==> config.mk <==
export PLATFORM = sky130hd
export DESIGN_NAME = snapshot_block_rle_decoder_core_flat
export DESIGN_NICKNAME = d
export VERILOG_FILES = /design/src/srle_pkg.sv /design/src/srle_ifs.sv /design/src/srle_in_stage.sv /design/src/srle_parser.sv /design/src/srle_out_stage.sv /design/src/snapshot_block_rle_decoder_core.sv /design/src/flat_wrapper.sv
export SDC_FILE = /design/constraint.sdc
export NUM_CORES = 1
export LEC_CHECK = 0
export ABC_AREA = 0
export BUFFER_PORTS_ARGS = -buffer_cell sky130_fd_sc_hd__buf_2
export CAP_MARGIN = 40
export CORE_UTILIZATION = 42
export CTS_BUF_LIST = sky130_fd_sc_hd__clkbuf_8
export CTS_CLUSTER_DIAMETER = 150
export CTS_CLUSTER_SIZE = 10
export DETAILED_ROUTE_END_ITERATION = 6
export SYNTH_ARGS = -nofsm -noshare
export SYNTH_HDL_FRONTEND = slang
export SYNTH_SLANG_ARGS = --single-unit
==> constraint.sdc <==
create_clock -name clk -period 7.45 [get_ports clk]
set_input_delay 0.3725 -clock clk [delete_from_list [all_inputs] [get_ports clk]]
set_output_delay 0.3725 -clock clk [all_outputs]
set_load 0.005 [all_outputs]
==> src/srle_pkg.sv <==
`timescale 1ns / 1ps

package srle_pkg;

    localparam logic [7:0]  MARK_BYTE         = 8'hED;
    localparam logic [7:0]  PAGE_LIMIT        = 8'd12;
    localparam logic [7:0]  PAGE_HIGH         = 8'd4;
    localparam logic [7:0]  PAGE_TOP          = 8'd5;
    localparam logic [7:0]  PAGE_SCREEN       = 8'd8;
    localparam logic [15:0] BASE_HIGH         = 16'h8000;
    localparam logic [15:0] BASE_TOP          = 16'hC000;
    localparam logic [15:0] BASE_SCREEN       = 16'h4000;
    localparam logic [3:0]  BLOCK_COUNT_RESET = 4'd3;

    // one byte of the block section
    typedef struct packed {
        logic [7:0] in_byte;
        logic       restart;
    } in_item_t;

    // one fill command or status request
    typedef struct packed {
        logic [15:0] write_address;
        logic [7:0]  write_value;
        logic [7:0]  write_count;
        logic        all_done;
        logic        bad_page;
    } fill_t;

    // base address for a valid page number
    function automatic logic [15:0] page_base(input logic [7:0] page);
        logic [15:0] base;
        base = 16'h0000;
        if (page == PAGE_HIGH) base = BASE_HIGH;
        else if (page == PAGE_TOP) base = BASE_TOP;
        else if (page == PAGE_SCREEN) base = BASE_SCREEN;
        return base;
    endfunction

endpackage

==> src/srle_ifs.sv <==
`timescale 1ns / 1ps

interface srle_in_if;
    logic       valid;
    logic       ready;
    logic [7:0] in_byte;
    logic       restart;
    modport source (output valid, output in_byte, output restart, input ready);
    modport sink   (input valid, input in_byte, input restart, output ready);
endinterface

interface srle_fill_if;
    logic        valid;
    logic        ready;
    logic [15:0] write_address;
    logic [7:0]  write_value;
    logic [7:0]  write_count;
    logic        all_done;
    logic        bad_page;
    modport source (output valid, output write_address, output write_value,
                    output write_count, output all_done, output bad_page, input ready);
    modport sink   (input valid, input write_address, input write_value,
                    input write_count, input all_done, input bad_page, output ready);
endinterface

interface srle_cfg_if;
    logic       valid;
    logic       ready;
    logic [3:0] block_count;
    modport source (output valid, output block_count, input ready);
    modport sink   (input valid, input block_count, output ready);
endinterface

==> src/srle_in_stage.sv <==
`timescale 1ns / 1ps

module srle_in_stage (
    input  logic              clk,
    input  logic              rst_n,
    input  logic              in_valid,
    output logic              in_ready,
    input  srle_pkg::in_item_t in_item,
    input  logic              advance,
    output logic              held_valid,
    output srle_pkg::in_item_t held_item
);
    import srle_pkg::*;

    logic     valid_reg;
    in_item_t item_reg;

    // slot frees when its byte moves on in the same cycle
    assign in_ready   = !valid_reg || advance;
    assign held_valid = valid_reg;
    assign held_item  = item_reg;

    always_ff @(posedge clk or negedge rst_n)
    begin
        if (!rst_n)
        begin
            valid_reg <= 1'b0;
        end
        else if (in_valid && in_ready)
        begin
            valid_reg <= 1'b1;
        end
        else if (advance)
        begin
            valid_reg <= 1'b0;
        end
    end

    always_ff @(posedge clk)
    begin
        if (in_valid && in_ready)
        begin
            item_reg <= in_item;
        end
    end

endmodule

==> src/srle_parser.sv <==
`timescale 1ns / 1ps

module srle_parser (
    input  logic               clk,
    input  logic               rst_n,
    input  logic               step,
    input  srle_pkg::in_item_t item,
    input  logic [3:0]         block_count,
    output logic               has_result,
    output srle_pkg::fill_t    result
);
    import srle_pkg::*;

    typedef enum logic [2:0] {
        PH_LEN_LO,
        PH_LEN_HI,
        PH_PAGE,
        PH_BODY,
        PH_AFTER_MARK,
        PH_RUN_COUNT,
        PH_RUN_VALUE
    } phase_t;

    phase_t      phase_reg, phase_next, phase_cur;
    logic [15:0] remain_reg, remain_next, remain_cur, remain_dec;
    logic [15:0] wptr_reg, wptr_next, wptr_cur;
    logic [3:0]  blocks_reg, blocks_next, blocks_cur, blocks_inc;
    logic [7:0]  run_reg, run_next, run_cur;
    logic        fin_reg, fin_next, fin_cur;
    logic        end_check, seq_end, wr, done;
    logic [7:0]  b;

    always_comb
    begin
        b = item.in_byte;

        // restart clears the parser before this byte is taken
        phase_cur  = item.restart ? PH_LEN_LO : phase_reg;
        remain_cur = item.restart ? 16'h0000 : remain_reg;
        wptr_cur   = item.restart ? 16'h0000 : wptr_reg;
        blocks_cur = item.restart ? 4'd0 : blocks_reg;
        run_cur    = item.restart ? 8'd0 : run_reg;
        fin_cur    = item.restart ? 1'b0 : fin_reg;

        phase_next  = phase_cur;
        remain_next = remain_cur;
        wptr_next   = wptr_cur;
        blocks_next = blocks_cur;
        run_next    = run_cur;
        fin_next    = fin_cur;

        remain_dec = (remain_cur != 16'h0000) ? remain_cur - 16'd1 : remain_cur;
        blocks_inc = blocks_cur + 4'd1;

        end_check = 1'b0;
        seq_end   = 1'b0;
        wr        = 1'b0;
        done      = 1'b0;
        result    = '0;

        if (!fin_cur)
        begin
            unique case (phase_cur)
                PH_LEN_LO:
                begin
                    remain_next = {8'h00, b};
                    phase_next  = PH_LEN_HI;
                end
                PH_LEN_HI:
                begin
                    remain_next = {b, remain_cur[7:0]};
                    phase_next  = PH_PAGE;
                end
                PH_PAGE:
                begin
                    if (b >= PAGE_LIMIT)
                    begin
                        fin_next        = 1'b1;
                        result.bad_page = 1'b1;
                    end
                    else
                    begin
                        wptr_next  = page_base(b);
                        phase_next = PH_BODY;
                        // an empty block ends straight after its page byte
                        end_check  = (remain_cur == 16'h0000);
                    end
                end
                PH_BODY:
                begin
                    remain_next          = remain_dec;
                    wr                   = 1'b1;
                    result.write_address = wptr_cur;
                    result.write_value   = b;
                    result.write_count   = 8'd1;
                    wptr_next            = wptr_cur + 16'd1;
                    if (b == MARK_BYTE) phase_next = PH_AFTER_MARK;
                    else seq_end = 1'b1;
                end
                PH_AFTER_MARK:
                begin
                    remain_next = remain_dec;
                    if (b == MARK_BYTE)
                    begin
                        // run overwrites the lone mark just stored
                        wptr_next  = wptr_cur - 16'd1;
                        phase_next = PH_RUN_COUNT;
                    end
                    else
                    begin
                        wr                   = 1'b1;
                        result.write_address = wptr_cur;
                        result.write_value   = b;
                        result.write_count   = 8'd1;
                        wptr_next            = wptr_cur + 16'd1;
                        seq_end              = 1'b1;
                    end
                end
                PH_RUN_COUNT:
                begin
                    remain_next = remain_dec;
                    run_next    = b;
                    phase_next  = PH_RUN_VALUE;
                end
                PH_RUN_VALUE:
                begin
                    remain_next = remain_dec;
                    if (run_cur != 8'd0)
                    begin
                        wr                   = 1'b1;
                        result.write_address = wptr_cur;
                        result.write_value   = b;
                        result.write_count   = run_cur;
                        wptr_next            = wptr_cur + {8'h00, run_cur};
                    end
                    seq_end = 1'b1;
                end
                default:
                begin
                    phase_next = PH_LEN_LO;
                end
            endcase

            if (seq_end)
            begin
                phase_next = PH_BODY;
                end_check  = (remain_next == 16'h0000);
            end

            // block boundary; zero block count behaves as one
            if (end_check)
            begin
                phase_next  = PH_LEN_LO;
                blocks_next = blocks_inc;
                if (blocks_inc >= block_count || blocks_inc == 4'd0)
                begin
                    fin_next = 1'b1;
                    done     = 1'b1;
                end
            end
        end

        result.all_done = done;
        has_result      = wr || done || result.bad_page;
    end

    always_ff @(posedge clk or negedge rst_n)
    begin
        if (!rst_n)
        begin
            phase_reg  <= PH_LEN_LO;
            remain_reg <= 16'h0000;
            wptr_reg   <= 16'h0000;
            blocks_reg <= 4'd0;
            run_reg    <= 8'd0;
            fin_reg    <= 1'b0;
        end
        else if (step)
        begin
            phase_reg  <= phase_next;
            remain_reg <= remain_next;
            wptr_reg   <= wptr_next;
            blocks_reg <= blocks_next;
            run_reg    <= run_next;
            fin_reg    <= fin_next;
        end
    end

endmodule

==> src/srle_out_stage.sv <==
`timescale 1ns / 1ps

module srle_out_stage (
    input  logic            clk,
    input  logic            rst_n,
    input  logic            load,
    input  srle_pkg::fill_t load_data,
    output logic            free,
    output logic            out_valid,
    input  logic            out_ready,
    output srle_pkg::fill_t out_data
);
    import srle_pkg::*;

    logic  valid_reg;
    fill_t data_reg;

    assign free      = !valid_reg || out_ready;
    assign out_valid = valid_reg;
    assign out_data  = data_reg;

    always_ff @(posedge clk or negedge rst_n)
    begin
        if (!rst_n)
        begin
            valid_reg <= 1'b0;
        end
        else if (load)
        begin
            valid_reg <= 1'b1;
        end
        else if (out_ready)
        begin
            valid_reg <= 1'b0;
        end
    end

    always_ff @(posedge clk)
    begin
        if (load)
        begin
            data_reg <= load_data;
        end
    end

endmodule

==> src/snapshot_block_rle_decoder_core.sv <==
`timescale 1ns / 1ps

// snapshot memory-block decoder with mark-byte run-length expansion
//
// stream : one byte of the block section per request; restart marks the
//          first byte of the section and clears the parser before it is used
// fill   : fill commands (address, value, count); a request with count 0 is
//          status only and carries all_done or bad_page
// cfg    : block_count, taken whenever valid is high; write only while idle
//
// path    : a held byte is parsed when the output register is free; its result,
//           if any, is registered there at the same edge and drives fill
// rate    : one byte per cycle while fill is not held; the parser state loop
//           (phase, length, write pointer) closes through its own registers
// bytes with no result skip the output register but wait for it to be free
// stall   : while fill is held the result waits in the output register and
//           the input register still takes one more byte, then stream stalls
// reset   : clears parser state, both valid flags, block_count back to 3
module snapshot_block_rle_decoder_core (
    input  logic              clk,
    input  logic              rst_n,
    srle_in_if.sink           stream,
    srle_fill_if.source       fill,
    srle_cfg_if.sink          cfg
);
    import srle_pkg::*;

    in_item_t   in_item, held_item;
    fill_t      step_result, out_data;
    logic       held_valid, step, has_result, out_free, out_load;
    logic [3:0] block_count_reg;

    // configuration register, always ready
    assign cfg.ready = 1'b1;

    always_ff @(posedge clk or negedge rst_n)
    begin
        if (!rst_n)
        begin
            block_count_reg <= BLOCK_COUNT_RESET;
        end
        else if (cfg.valid)
        begin
            block_count_reg <= cfg.block_count;
        end
    end

    assign in_item.in_byte = stream.in_byte;
    assign in_item.restart = stream.restart;

    // a held byte is parsed when the output register can take its result
    assign step     = held_valid && out_free;
    assign out_load = step && has_result;

    srle_in_stage u_in (
        .clk        (clk),
        .rst_n      (rst_n),
        .in_valid   (stream.valid),
        .in_ready   (stream.ready),
        .in_item    (in_item),
        .advance    (step),
        .held_valid (held_valid),
        .held_item  (held_item)
    );

    srle_parser u_parser (
        .clk         (clk),
        .rst_n       (rst_n),
        .step        (step),
        .item        (held_item),
        .block_count (block_count_reg),
        .has_result  (has_result),
        .result      (step_result)
    );

    srle_out_stage u_out (
        .clk       (clk),
        .rst_n     (rst_n),
        .load      (out_load),
        .load_data (step_result),
        .free      (out_free),
        .out_valid (fill.valid),
        .out_ready (fill.ready),
        .out_data  (out_data)
    );

    assign fill.write_address = out_data.write_address;
    assign fill.write_value   = out_data.write_value;
    assign fill.write_count   = out_data.write_count;
    assign fill.all_done      = out_data.all_done;
    assign fill.bad_page      = out_data.bad_page;

endmodule

==> src/flat_wrapper.sv <==
// flat-port wrapper written by rule: the top's interface ports become plain ports
module snapshot_block_rle_decoder_core_flat import srle_pkg::*;
  (clk, rst_n, stream_valid, stream_in_byte, stream_restart, stream_ready, fill_valid, fill_write_address, fill_write_value, fill_write_count, fill_all_done, fill_bad_page, fill_ready, cfg_valid, cfg_block_count, cfg_ready);
  srle_in_if stream_i ();
  srle_fill_if fill_i ();
  srle_cfg_if cfg_i ();
  input  logic clk;
  input  logic rst_n;
  input wire logic [$bits(stream_i.valid)-1:0] stream_valid;
  input wire logic [$bits(stream_i.in_byte)-1:0] stream_in_byte;
  input wire logic [$bits(stream_i.restart)-1:0] stream_restart;
  output wire logic [$bits(stream_i.ready)-1:0] stream_ready;
  output wire logic [$bits(fill_i.valid)-1:0] fill_valid;
  output wire logic [$bits(fill_i.write_address)-1:0] fill_write_address;
  output wire logic [$bits(fill_i.write_value)-1:0] fill_write_value;
  output wire logic [$bits(fill_i.write_count)-1:0] fill_write_count;
  output wire logic [$bits(fill_i.all_done)-1:0] fill_all_done;
  output wire logic [$bits(fill_i.bad_page)-1:0] fill_bad_page;
  input wire logic [$bits(fill_i.ready)-1:0] fill_ready;
  input wire logic [$bits(cfg_i.valid)-1:0] cfg_valid;
  input wire logic [$bits(cfg_i.block_count)-1:0] cfg_block_count;
  output wire logic [$bits(cfg_i.ready)-1:0] cfg_ready;
  assign stream_i.valid = stream_valid;
  assign stream_i.in_byte = stream_in_byte;
  assign stream_i.restart = stream_restart;
  assign stream_ready = stream_i.ready;
  assign fill_valid = fill_i.valid;
  assign fill_write_address = fill_i.write_address;
  assign fill_write_value = fill_i.write_value;
  assign fill_write_count = fill_i.write_count;
  assign fill_all_done = fill_i.all_done;
  assign fill_bad_page = fill_i.bad_page;
  assign fill_i.ready = fill_ready;
  assign cfg_i.valid = cfg_valid;
  assign cfg_i.block_count = cfg_block_count;
  assign cfg_ready = cfg_i.ready;
  snapshot_block_rle_decoder_core u_core (.clk(clk), .rst_n(rst_n), .stream(stream_i), .fill(fill_i), .cfg(cfg_i));
endmodule
==> out/metrics.csv <==
metric,value,unit
number of nets still failing antenna checks after routing,0,
clock root buffer,sky130_fd_sc_hd__clkbuf_8,
overall die width,128.1,µm
instance count of the mapped netlist,777,
first-pass GRT wire length,32780,µm
number of nets in the synthesized netlist,812,
clock latency on the worst-skew pair,0.39,ns
Max Clock Freq,0.2144,GHz
"Data arrival, critical path",4.72,ns
vias per std cell,6.208,
area share of the largest cell type after synthesis,19.49,%
clock sinks,97,
H-tree levels,3,
Flop pwr share,41.3,%
violations in the final reports,design-rule violations,
Row Count,45,
outcome,"finished, violations left",
dominant synthesized flop cell,sky130_fd_sc_hd__dfrtp_1,
Yosys reg bits,97,
post-route non-filler standard cell count,1021,
number of hold buffers added after CTS,0,
DRT Pass-1 Iters,7,
number of enable flip-flop cells after synthesis,43,
clock buffer count from CTS,9,
most frequent cell after synthesis,sky130_fd_sc_hd__nand2_1,
total number of vias,6338,
number of library cell types mapped by synthesis,81,
DP HPWL,14590,µm
Setup CP Type,flip-flop to flip-flop,
Comb pwr share,42.0,%
area of the die,16400,µm²
Core Region,15370,µm²
leakage,2.971,nW
Least-Margin Pin Slew,0.8989,ns
highest ir drop seen on vdd,0.0001179,V
RSZ-0062 raised after global routing,false,
dpl cells,1005,
Final GP Congestion,0.9325,
cell-internal power,1.092,mW
most frequent cells after synthesis,"99 x sky130_fd_sc_hd__nand2_1, 76 x sky130_fd_sc_hd__nor2_1, 52 x sky130_fd_sc_hd__dfrtp_1, 52 x sky130_fd_sc_hd__o21ai_0, 43 x sky130_fd_sc_hd__edfxtp_1",
share of total power consumed by net switching,45.97,%
die boundary height,128.1,µm
Power Dens Cells,277.8,nW/µm²
worst slack on hold paths,0.09520,ns
initial antenna violation count,0,
Max-Slew Margin vs Limit,39.86,%
clock period minus final worst setup slack,4.664,ns
Resized Gates After CTS,0,
DRC violation total after the first TritonRoute iteration,887,
Yosys warning count,0,
number of remaining DRC errors,1,
IO Port Bufs,53,
part of the cycle the worst path needs,62.61,%
number of maximum-capacitance violations,0,
Hold Path Class,primary input to asynchronous set/reset pin,
setup fix buffers added after clock tree synthesis,0,
endpoints failing setup,0,
clock transition at the registers of the reported paths,0.11,ns
ratio of cells with drive above 1 in the final layout,12.47,%
TritonCTS clock tree,done,
utilization after layout,47.32,%
final hold violation count,0,
number of diodes added for antenna fixing,0,
combined global-route utilization of all metal layers,25.85,%
startpoint type of the worst setup path,flip-flop,
"Area growth, synth to finish",8.960,%
pin count of the biggest net entering global routing,64,
vias in the first global route,6102,
power spent charging and discharging nets,0.9289,mW
buffer levels on the longest clock path,2,
mapped cell area,6675,µm²
wire length reported by the detailed router,20160,µm
count of pins over their slew limit,0,
Post-Route Skew,0.01496,ns
Worst Path Required,7.51,ns
cell area after layout,7273,µm²
Final nets,840,
initial standard-cell utilization of the core,43.43,%
detailed-route wire length per cell,19.75,µm
share of flip-flops with an asynchronous set or reset after synthesis,55.67,%
synth top area cells,"sky130_fd_sc_hd__dfrtp_1 19%, sky130_fd_sc_hd__edfxtp_1 19%, sky130_fd_sc_hd__nand2_1 5.6%",
standard cell area after detailed placement,7088,µm²
clock share of power,16.7,%
most area-hungry cell type in the Yosys netlist,sky130_fd_sc_hd__dfrtp_1,
ports placed on the boundary,55,
Sum Neg Setup Slack,0,ns
"Seq/Total Area, Yosys",39.63,%
Setup crit end kind,flip-flop,
largest fanout on the critical path,63,
synthesized area divided by synthesized cell count,8.591,µm²
number of flip-flops under the largest register name,34,
"Remaining Overflow, GRT",0,
metrics by stage:
step	total power, mW	worst slack (ns)
floorplan	1.405	1.847
global placement	1.669	2.939
detailed placement	1.667	2.842
CTS	2.007	2.810
global route	2.154	2.482
finish	2.021	2.786
worst max-delay path: stages, from the launching register on:
cell and delay [ns]:
sky130_fd_sc_hd__edfxtp_1 0.36, sky130_fd_sc_hd__buf_4 0.55, sky130_fd_sc_hd__nand2b_1 0.24, sky130_fd_sc_hd__ha_1 0.27, sky130_fd_sc_hd__or3b_2 0.49, sky130_fd_sc_hd__nor4_4 0.42, sky130_fd_sc_hd__or4_1 0.31, sky130_fd_sc_hd__o31a_1 0.16
sky130_fd_sc_hd__o21ai_0 0.14, sky130_fd_sc_hd__nor4_1 0.32, sky130_fd_sc_hd__nand4_1 0.22, sky130_fd_sc_hd__a21oi_4 0.38, sky130_fd_sc_hd__buf_4 0.42
final cells by class:
cell class	instances	area, µm²
timing repair buffer	64	345.3
clock inverter	7	61.31
fill	1486	8098
sequential	97	2645
tap	211	264.0
clock buffer	9	123.9
inverter	27	101.3
multi-input combinational	606	3732
layout by cell type (no fill, tap or decap), types with 15 or more instances in the layout:
| cell type | instances |
|---|---|
| sky130_fd_sc_hd__nand2_1 | 99 |
| sky130_fd_sc_hd__nor2_1 | 76 |
| sky130_fd_sc_hd__buf_2 | 54 |
| sky130_fd_sc_hd__o21ai_0 | 52 |
| sky130_fd_sc_hd__dfrtp_1 | 52 |
| sky130_fd_sc_hd__edfxtp_1 | 43 |
| sky130_fd_sc_hd__a21oi_1 | 29 |
| sky130_fd_sc_hd__inv_1 | 27 |
| sky130_fd_sc_hd__nor3_1 | 23 |
| sky130_fd_sc_hd__nor2b_1 | 22 |
| sky130_fd_sc_hd__nand3_1 | 22 |
| sky130_fd_sc_hd__nand2b_1 | 16 |
| sky130_fd_sc_hd__ha_1 | 16 |
| sky130_fd_sc_hd__a22oi_1 | 15 |
power by group through the flow:
stage / Clock (mW) / Combinational, mW / Sequential [mW]
after floorplan: 0 / 0.663 / 0.742
after global placement: 0 / 0.832 / 0.837
after detailed placement: 0 / 0.830 / 0.837
after CTS: 0.346 / 0.835 / 0.826
after global routing: 0.367 / 0.940 / 0.847
final: 0.338 / 0.848 / 0.835
cells by family (layout without fill, tap and decap cells):
group / after synthesis / in the layout / share of synthesized area [%]
compound gates: 217 / 217 / 22.53
xor+xnor: 24 / 24 / 3.149
fa+ha+maj: 17 / 17 / 3.299
buf+inv: 74 / 107 / 4.630
flops: 97 / 97 / 39.63
mux: 3 / 3 / 0.4873
other cells: 1 / 1 / 0.05618
simple gates: 344 / 344 / 26.22
worst paths after layout:
kind                                           start                       endpoint  slack [ns]  cells after the start
setup reg to reg            u_core.u_in.held_item[0]       u_core.u_out.out_data[8]        2.79                     12
hold / removal                                 rst_n  u_core.u_parser.remain_reg[5]         0.1                      2
setup / recovery            u_core.u_in.held_item[0]       u_core.u_out.out_data[8]        2.79                     12
hold reg to reg            u_core.block_count_reg[1]      u_core.block_count_reg[1]        0.52                      2
min in group clk                   stream_in_byte[3]       u_core.u_in.held_item[4]        0.14                      1
max in group asynchronous                      rst_n     u_core.u_parser.run_reg[0]        6.81                      2
routing by layer:
metal,GRT usage [%],share of wire [%],up-vias
li1,-,-,2935
met1,35.90,45,3020
met2,40.47,46,334
met3,3.756,6.8,49
met4,10.45,2.8,0
met5,0,0,-
No activity file was read; power rests on OpenSTA's default activity.
